**config.mk**
```make
export PLATFORM = sky130hd
export DESIGN_NAME = vrc4_bank_mapper_irq
export DESIGN_NICKNAME = d
export VERILOG_FILES = /design/src/design/vrc4_pkg.sv /design/src/design/vrc4_bank_mapper_irq.sv
export SDC_FILE = /design/constraint.sdc
export NUM_CORES = 1
export LEC_CHECK = 0
export BUFFER_PORTS_ARGS = -buffer_cell sky130_fd_sc_hd__buf_2
export CAP_MARGIN = 30
export CORE_ASPECT_RATIO = 0.7
export CORE_MARGIN = 4
export CORE_UTILIZATION = 40
export CTS_BUF_LIST = sky130_fd_sc_hd__clkbuf_8
export DETAILED_ROUTE_END_ITERATION = 12
export SLEW_MARGIN = 15
export SYNTH_ARGS = -nofsm -noshare
export SYNTH_HDL_FRONTEND = slang
export SYNTH_SLANG_ARGS = --single-unit
```
**constraint.sdc**
```tcl
create_clock -name clock -period 4.9 [get_ports clock]
set_input_delay 1.47 -clock clock [delete_from_list [all_inputs] [get_ports clock]]
set_output_delay 1.47 -clock clock [all_outputs]
set_load 0.01 [all_outputs]
```
**src/design/vrc4_pkg.sv**
```systemverilog
// shared types and constants for the vrc4 bank mapper with scanline irq
package vrc4_pkg;

   localparam int unsigned CHR_WINDOWS = 8;
   localparam int unsigned CHR_IDX_W = $clog2(CHR_WINDOWS);

   localparam logic [2:0] ACT_CPU_READ  = 3'd0;
   localparam logic [2:0] ACT_CPU_WRITE = 3'd1;
   localparam logic [2:0] ACT_PPU_READ  = 3'd2;
   localparam logic [2:0] ACT_PPU_WRITE = 3'd3;
   localparam logic [2:0] ACT_TICK      = 3'd4;
   localparam logic [2:0] ACT_IRQ_CLEAR = 3'd5;

   localparam logic CSR_PRG_ROM_BANKS = 1'b0;
   localparam logic CSR_CHR_ROM_BANKS = 1'b1;

   localparam logic [3:0] REG_PRG0  = 4'h8;
   localparam logic [3:0] REG_CTRL  = 4'h9;
   localparam logic [3:0] REG_PRG1  = 4'hA;
   localparam logic [3:0] REG_CHR_B = 4'hB;
   localparam logic [3:0] REG_CHR_C = 4'hC;
   localparam logic [3:0] REG_CHR_D = 4'hD;
   localparam logic [3:0] REG_CHR_E = 4'hE;
   localparam logic [3:0] REG_IRQ   = 4'hF;

   localparam logic [1:0] SEL_0 = 2'd0;
   localparam logic [1:0] SEL_1 = 2'd1;
   localparam logic [1:0] SEL_2 = 2'd2;
   localparam logic [1:0] SEL_3 = 2'd3;

   localparam logic [9:0] PRESCALE_RELOAD = 10'd342;
   localparam logic [9:0] PRESCALE_STEP   = 10'd3;
   localparam logic [9:0] PRESCALE_WRAP   = 10'd339;

   typedef struct packed {
      logic [2:0]  action;
      logic [15:0] address;
      logic [7:0]  write_data;
   } req_type;

   typedef struct packed {
      logic        mapped;
      logic [21:0] mapped_address;
      logic        irq_line;
      logic [2:0]  mirror_mode;
   } rsp_type;

endpackage

```
**src/design/vrc4_bank_mapper_irq.sv**
```systemverilog
// vrc4 bank mapper: register decode, prg/chr window mapping and irq counter
// a beat accepted into the input register is processed into the result register once
// the result register is empty or being taken, and its result is shown from then on
// throughput: one beat per clock; the input register and the result register each
// advance whenever the result register is empty or being taken
// reset (synchronous, active high) empties both stages and loads the bank and irq
// registers with their power-on values; csr registers reset to 16 and 0
module vrc4_bank_mapper_irq (
   input  logic                 clock,
   input  logic                 reset,
   input  logic                 req_valid,
   output logic                 req_ready,
   input  vrc4_pkg::req_type    req_data,
   output logic                 rsp_valid,
   input  logic                 rsp_ready,
   output vrc4_pkg::rsp_type    rsp_data,
   input  logic                 csr_we,
   input  logic                 csr_index,
   input  logic [7:0]           csr_wdata
);

   logic                 in_valid_ff;
   vrc4_pkg::req_type    in_data_ff;
   logic                 out_valid_ff;
   vrc4_pkg::rsp_type    out_data_ff;
   vrc4_pkg::rsp_type    out_data_in;

   logic [7:0] prg_rom_banks_ff;
   logic [7:0] chr_rom_banks_ff;

   logic [4:0] prg_select_ff [2];
   logic [4:0] prg_select_in [2];
   logic       prg_swap_ff, prg_swap_in;
   logic [8:0] chr_select_ff [vrc4_pkg::CHR_WINDOWS];
   logic [8:0] chr_select_in [vrc4_pkg::CHR_WINDOWS];
   logic [2:0] mirror_state_ff, mirror_state_in;
   logic [7:0] irq_latch_ff, irq_latch_in;
   logic [7:0] irq_count_ff, irq_count_in;
   logic [9:0] prescale_count_ff, prescale_count_in;
   logic       irq_enabled_ff, irq_enabled_in;
   logic       irq_after_ack_ff, irq_after_ack_in;
   logic       irq_pending_ff, irq_pending_in;

   logic       advance;
   logic       proc;

   logic [2:0]  act;
   logic [15:0] addr;
   logic [7:0]  wd;
   logic [1:0]  sel;
   logic [3:0]  top;
   logic [2:0]  chr_base;
   logic [vrc4_pkg::CHR_IDX_W-1:0] chr_wr_idx;
   logic [vrc4_pkg::CHR_IDX_W-1:0] chr_rd_idx;
   logic [8:0]  last2_bank;
   logic [8:0]  last1_bank;
   logic [8:0]  prg_bank;
   logic [8:0]  chr_bank;

   assign advance   = !out_valid_ff || rsp_ready;
   assign proc      = in_valid_ff && advance;
   assign req_ready = !in_valid_ff || advance;
   assign rsp_valid = out_valid_ff;
   assign rsp_data  = out_data_ff;

   assign act  = in_data_ff.action;
   assign addr = in_data_ff.address;
   assign wd   = in_data_ff.write_data;
   // register select comes from either address line pair
   assign sel  = {addr[2] | addr[7], addr[1] | addr[6]};
   assign top  = addr[15:12];
   // B..E map to window pairs 0,2,4,6
   assign chr_base   = top[2:0] + 3'd5;
   assign chr_wr_idx = {chr_base[1:0], sel[1]};
   assign chr_rd_idx = addr[12:10];

   // fixed banks wrap at 9 bits, matching the 22-bit offset
   assign last1_bank = {prg_rom_banks_ff, 1'b0} - 9'd1;
   assign last2_bank = {prg_rom_banks_ff, 1'b0} - 9'd2;

   always_comb begin
      case (addr[14:13])
         2'd0:    prg_bank = prg_swap_ff ? last2_bank : {4'd0, prg_select_ff[0]};
         2'd1:    prg_bank = {4'd0, prg_select_ff[1]};
         2'd2:    prg_bank = prg_swap_ff ? {4'd0, prg_select_ff[0]} : last2_bank;
         default: prg_bank = last1_bank;
      endcase
   end

   assign chr_bank = chr_select_ff[chr_rd_idx];

   // state update for the beat in the input register
   always_comb begin
      prg_select_in     = prg_select_ff;
      prg_swap_in       = prg_swap_ff;
      chr_select_in     = chr_select_ff;
      mirror_state_in   = mirror_state_ff;
      irq_latch_in      = irq_latch_ff;
      irq_count_in      = irq_count_ff;
      prescale_count_in = prescale_count_ff;
      irq_enabled_in    = irq_enabled_ff;
      irq_after_ack_in  = irq_after_ack_ff;
      irq_pending_in    = irq_pending_ff;

      case (act)
         vrc4_pkg::ACT_CPU_WRITE: begin
            if (addr[15]) begin
               case (top)
                  vrc4_pkg::REG_PRG0: prg_select_in[0] = wd[4:0];
                  vrc4_pkg::REG_PRG1: prg_select_in[1] = wd[4:0];
                  vrc4_pkg::REG_CTRL: begin
                     if (sel == vrc4_pkg::SEL_0) begin
                        prg_swap_in = wd[1];
                     end else if (sel == vrc4_pkg::SEL_1) begin
                        mirror_state_in = 3'd1 + {1'b0, wd[1:0]};
                     end
                  end
                  vrc4_pkg::REG_CHR_B, vrc4_pkg::REG_CHR_C,
                  vrc4_pkg::REG_CHR_D, vrc4_pkg::REG_CHR_E: begin
                     if (sel[0]) begin
                        chr_select_in[chr_wr_idx] = {wd[4:0], chr_select_ff[chr_wr_idx][3:0]};
                     end else begin
                        chr_select_in[chr_wr_idx] = {chr_select_ff[chr_wr_idx][8:4], wd[3:0]};
                     end
                  end
                  vrc4_pkg::REG_IRQ: begin
                     case (sel)
                        vrc4_pkg::SEL_0: irq_latch_in = {irq_latch_ff[7:4], wd[3:0]};
                        vrc4_pkg::SEL_1: irq_latch_in = {wd[3:0], irq_latch_ff[3:0]};
                        vrc4_pkg::SEL_2: begin
                           irq_after_ack_in  = wd[0];
                           irq_enabled_in    = wd[1];
                           if (wd[1]) begin
                              irq_count_in = irq_latch_ff;
                           end
                           prescale_count_in = vrc4_pkg::PRESCALE_RELOAD;
                           irq_pending_in    = 1'b0;
                        end
                        default: begin
                           irq_pending_in = 1'b0;
                           irq_enabled_in = irq_after_ack_ff;
                        end
                     endcase
                  end
                  default: ;
               endcase
            end
         end
         vrc4_pkg::ACT_TICK: begin
            if (irq_enabled_ff) begin
               // prescaler stays in 1..342; underflow wraps by adding 342 - 3
               if (prescale_count_ff <= vrc4_pkg::PRESCALE_STEP) begin
                  prescale_count_in = prescale_count_ff + vrc4_pkg::PRESCALE_WRAP;
                  if (irq_count_ff == 8'hFF) begin
                     irq_count_in   = irq_latch_ff;
                     irq_pending_in = 1'b1;
                  end else begin
                     irq_count_in = irq_count_ff + 8'd1;
                  end
               end else begin
                  prescale_count_in = prescale_count_ff - vrc4_pkg::PRESCALE_STEP;
               end
            end
         end
         vrc4_pkg::ACT_IRQ_CLEAR: irq_pending_in = 1'b0;
         default: ;
      endcase
   end

   // result for the beat in the input register
   always_comb begin
      out_data_in.mapped         = 1'b0;
      out_data_in.mapped_address = 22'd0;
      out_data_in.irq_line       = irq_pending_in;
      out_data_in.mirror_mode    = mirror_state_in;
      case (act)
         vrc4_pkg::ACT_CPU_READ: begin
            if (addr[15]) begin
               out_data_in.mapped         = 1'b1;
               out_data_in.mapped_address = {prg_bank, addr[12:0]};
            end
         end
         vrc4_pkg::ACT_PPU_READ: begin
            if (addr[15:13] == 3'd0) begin
               out_data_in.mapped         = 1'b1;
               out_data_in.mapped_address = {3'd0, chr_bank, addr[9:0]};
            end
         end
         vrc4_pkg::ACT_PPU_WRITE: begin
            if (addr[15:13] == 3'd0 && chr_rom_banks_ff == 8'd0) begin
               out_data_in.mapped         = 1'b1;
               out_data_in.mapped_address = {9'd0, addr[12:0]};
            end
         end
         default: ;
      endcase
   end

   always_ff @(posedge clock) begin
      if (reset) begin
         in_valid_ff       <= 1'b0;
         out_valid_ff      <= 1'b0;
         prg_rom_banks_ff  <= 8'd16;
         chr_rom_banks_ff  <= 8'd0;
         prg_select_ff[0]  <= 5'd0;
         prg_select_ff[1]  <= 5'd1;
         prg_swap_ff       <= 1'b0;
         for (int i = 0; i < vrc4_pkg::CHR_WINDOWS; i++) begin
            chr_select_ff[i] <= 9'd0;
         end
         mirror_state_ff   <= 3'd0;
         irq_latch_ff      <= 8'd0;
         irq_count_ff      <= 8'd0;
         prescale_count_ff <= vrc4_pkg::PRESCALE_RELOAD;
         irq_enabled_ff    <= 1'b0;
         irq_after_ack_ff  <= 1'b0;
         irq_pending_ff    <= 1'b0;
      end else begin
         if (req_ready) begin
            in_valid_ff <= req_valid;
         end
         if (advance) begin
            out_valid_ff <= in_valid_ff;
         end
         if (csr_we) begin
            if (csr_index == vrc4_pkg::CSR_PRG_ROM_BANKS) begin
               prg_rom_banks_ff <= csr_wdata;
            end else begin
               chr_rom_banks_ff <= csr_wdata;
            end
         end
         if (proc) begin
            prg_select_ff     <= prg_select_in;
            prg_swap_ff       <= prg_swap_in;
            chr_select_ff     <= chr_select_in;
            mirror_state_ff   <= mirror_state_in;
            irq_latch_ff      <= irq_latch_in;
            irq_count_ff      <= irq_count_in;
            prescale_count_ff <= prescale_count_in;
            irq_enabled_ff    <= irq_enabled_in;
            irq_after_ack_ff  <= irq_after_ack_in;
            irq_pending_ff    <= irq_pending_in;
         end
      end
   end

   always_ff @(posedge clock) begin
      if (req_valid && req_ready) begin
         in_data_ff <= req_data;
      end
      if (proc) begin
         out_data_ff <= out_data_in;
      end
   end

   a_prescale_range: assert property (@(posedge clock) disable iff (reset)
      prescale_count_ff >= 10'd1 && prescale_count_ff <= vrc4_pkg::PRESCALE_RELOAD)
      else $error("prescaler out of range");

   a_hold_input: assert property (@(posedge clock) disable iff (reset)
      in_valid_ff && !proc |=> in_valid_ff && $stable(in_data_ff))
      else $error("input beat lost while stalled");

   a_irq_clear: assert property (@(posedge clock) disable iff (reset)
      proc && act == vrc4_pkg::ACT_IRQ_CLEAR |=> !irq_pending_ff && !rsp_data.irq_line)
      else $error("irq clear did not drop pending");

   a_tick_disabled: assert property (@(posedge clock) disable iff (reset)
      proc && act == vrc4_pkg::ACT_TICK && !irq_enabled_ff
      |=> $stable(prescale_count_ff) && $stable(irq_count_ff))
      else $error("counter moved while disabled");

   a_unmapped_zero: assert property (@(posedge clock) disable iff (reset)
      rsp_valid && !rsp_data.mapped |-> rsp_data.mapped_address == 22'd0)
      else $error("unmapped beat carries an address");

endmodule
```
==> results.toml <==
[logic_synthesis]
syn_inst = 931
synth_nets = 984
post_synth_edffs = 51
synth_cell_type_count = 74
ys_ff_latch = 184
netlist_area_sq_um = 9385
ys_seq_area_frac = 0.4469
synth_ff_type = "sky130_fd_sc_hd__dfxtp_1"
asyncSetResetFlopFracSynth = 0
syn_area_per_cell_sq_um = 10.08
ys.warnings.count = 0

[global_route]
pin_count_of_the_biggest_net_entering_global_routing = 77
globalRouteMet3Util = 0.03414
gr_util_met1 = 0.3160
grt_pass1_vias = 6912
gr-total-overflow = 0
met2_usage = 0.2814
globalRoute.busiestLayer = "met1"
globalRouteTotalUtil = 0.2005
grt_first_pass_wirelength_microns = 40080
grt_antenna_before_repair = 0

[timing]
max_freq_mhz = 274.2
final_period_minus_worst_setup_slack_ns = 3.646
maxSlewHeadroom = 0.3149
final_min_period_over_clock_period = 0.7442
grt_setup_unrepaired = "false"
tightestPinTransition_ns = 1.018
fin_setup_tns_ns = 0
report.final.setup_viol = 0
finClkSkew_ns = 0.01947
report.final.hold_viol_count = 0
slew_limit_fails = 0

[setup_path]
timing.setup.critical_path_class = "primary input to primary output"
crit-reg2reg-launch = "addr[13]"
cp-start-kind = "primary input"
arrival_ns = 2.18
rrSetupSlack_ns = 1.81
worstRegToRegCells = 7
worst-path-max-fanout = 4
worstPathRequired_ns = 3.43
setup.worst_path.end_class = "primary output"
r2r_end = "chr_select_ff[68]"
startpoint = "rsp_ready"
worst_setup_path_endpoint = "req_ready"

[placement]
place.gp.congestion = 0.8864
numPlacedInstances = 1253
place.detailed.hpwl_microns = 17310
count_of_input_and_output_buffers = 66

[finish]
layout-drive-gt1-share = 0.1634
instances_no_fill = 1285
finish.net_count = 1013
layout-area-overhead-vs-synth_pct = 9.453
antenna-diode-count = 0

[power]
leakage_nw = 3.863
vdd_ir_drop_max_v = 0.0001682
power_density_nw_per_um2 = 288.6

[clocking]
cts_hold_buf = 0
cts.htree.levels = 4
postCtsSetupRepairBufs = 0
clkSinkCount = 184
root_buffer = "sky130_fd_sc_hd__clkbuf_8"
numCtsBuffers = 17
cts.clk_slew.worst_paths_ns = 0.09
cts_tree = "built"
cts.repair.resized = 0
clock_path_buffers = 2
clock_latency_ns = 0.48

[outcome]
status = "finished, final reports clean"

[route]
initialDrtViolationCount = 684
average_wire_per_standard_cell_microns = 19.84
drc = 0
routed-via-count = 7445
wirelength_microns = 25490
via_per_inst = 5.794
drtPass1Iterations = 5
antenna_left = 0

[floorplanning]
core_area_sq_um = 22850
core.rowCount = 46
die_h_microns = 136.2
die_width_microns = 191.1
initial_utilization = 0.4107
die_area_sq_um = 26020
pin_count = 70

[hold_path]
worst_hold_path_type = "flip-flop to flip-flop"
min_from = "prescale_count_ff[9]"

[run]
timing.max_cap.violations = 0
==> worst min-delay path by stage <==
stage	cells after the start	slack, ns	end
floorplan	2	0.42	prescale_count_ff[9]
global route	2	0.47	prescale_count_ff[9]
global placement	1	0.44	prg_select_ff[0]
CTS	2	0.45	prescale_count_ff[9]
finish	2	0.45	prescale_count_ff[9]
detailed placement	2	0.43	prescale_count_ff[9]
==> where the power goes <==
group          internal (mW)  switching (mW)
combinational         0.0845           0.160
clock                  0.506           0.579
sequential              1.59          0.0414
==> placed cells by master, fill, tap and decap left out, types with 9 or more instances in the layout <==
cell                       count
sky130_fd_sc_hd__a211oi_1     14
sky130_fd_sc_hd__a21o_1       10
sky130_fd_sc_hd__a21oi_1      43
sky130_fd_sc_hd__and2_1       15
sky130_fd_sc_hd__and3_1       10
sky130_fd_sc_hd__and4_1        9
sky130_fd_sc_hd__buf_2        65
sky130_fd_sc_hd__buf_4        11
sky130_fd_sc_hd__clkbuf_8     17
sky130_fd_sc_hd__dfxtp_1     133
sky130_fd_sc_hd__edfxtp_1     51
sky130_fd_sc_hd__ha_1         12
sky130_fd_sc_hd__inv_1        22
sky130_fd_sc_hd__mux2i_1      47
sky130_fd_sc_hd__mux4_2       26
sky130_fd_sc_hd__nand2_1      81
sky130_fd_sc_hd__nand2b_1     13
sky130_fd_sc_hd__nand3_1      27
sky130_fd_sc_hd__nand3b_1     15
sky130_fd_sc_hd__nand4_1      11
sky130_fd_sc_hd__nor2_1       94
sky130_fd_sc_hd__nor3_1       35
sky130_fd_sc_hd__nor3b_1      10
sky130_fd_sc_hd__o211a_1      26
sky130_fd_sc_hd__o211ai_1     14
sky130_fd_sc_hd__o21ai_0      20
sky130_fd_sc_hd__o221ai_1     14
==> worst max-delay path, cell delays in order <==
cell and delay [ns]:
sky130_fd_sc_hd__buf_2 0.10, sky130_fd_sc_hd__nor2b_1 0.34, sky130_fd_sc_hd__nand2_1 0.11, sky130_fd_sc_hd__buf_2 0.15
==> registers in the layout, summed over array words and instances (netlist names), 5 cells and up <==
signal	cells
prescale_count_ff	10
chr_rom_banks_ff	8
rsp_data	27
irq_latch_ff	8
prg_rom_banks_ff	8
chr_select_ff	72
wd	5
prg_select_ff	10
irq_count_ff	8
addr	16
==> cells by family (layout without fill, tap and decap cells) <==
group                      after synthesis  count (layout)  share of synthesized area
muxes                                   79              79                     0.1233
adders and majority gates               12              12                    0.01600
and+or+nand+nor                        359             359                     0.1978
xor gates and xnor gates                13              13                    0.01213
AOI/OAI and AO/OA                      194             194                     0.1589
buffers and inverters                   90             132                    0.04493
DFF                                    184             184                     0.4469
==> routing by layer <==
| layer | up-vias | wire, microns |
|---|---|---|
| li1 | 3530 | - |
| met1 | 3644 | 13070 |
| met2 | 240 | 10370 |
| met3 | 31 | 1735 |
| met4 | 0 | 316 |
| met5 | - | 0 |
==> per-stage QoR <==
stage | cell area [sq um] | utilization | total power [mW] | setup WS [ns] | hold slack, ns
2_1_floorplan | 9385 | - | 1.819 | 1.534 | 0.4221
3_3_place_gp | 9848 | 0.4310 | 1.910 | 1.249 | 0.4376
3_5_place_dp | 9863 | 0.4317 | 1.912 | 1.249 | 0.4335
4_1_cts | 10270 | 0.4496 | 2.982 | 1.246 | 0.4505
5_1_grt | 10270 | 0.4496 | 3.082 | 1.176 | 0.4702
6_report | 10270 | 0.4496 | 2.964 | 1.254 | 0.4506
==> synthesized netlist by cell type (all sizes together), types with 3 or more instances <==
cell type	count	area [sq um]
o32ai	6	52.55
mux4	28	638.1
a21oi	43	215.2
xnor2	7	61.31
nor4	11	93.84
dfxtp	133	2663
nor4b	4	35.03
nor2	95	372.9
o211a	26	260.3
a211oi	22	205.2
nor3b	10	75.07
o21a	10	90.09
nand2	81	304.0
xor2	6	52.55
and4	9	78.83
o211ai	14	105.1
o21ai	20	100.1
mux2i	47	470.5
nand3	27	135.1
ha	12	150.1
and3	10	62.56
clkbuf	36	136.4
or2	3	18.77
o221ai	14	122.6
or3	5	31.28
a31oi	3	18.77
inv	23	86.33
nand2b	13	81.33
a311oi	4	35.03
nor2b	7	43.79
a21o	10	75.07
and2	15	93.84
nor3	35	175.2
edfxtp	51	1531
nand4	12	81.33
buf	31	199.0
nand3b	15	112.6
mux2	4	48.79
==> area by class of cell <==
type / count / area (sq um)
Fill cell: 2226 / 12580
Multi-Input combinational cell: 657 / 4770
Sequential cell: 184 / 4194
Timing Repair Buffer: 77 / 422.9
Tap cell: 312 / 390.4
Clock buffer: 17 / 234.0
Clock inverter: 15 / 175.2
Inverter: 23 / 86.33
Note: power is estimated with default switching activity, not from simulation.
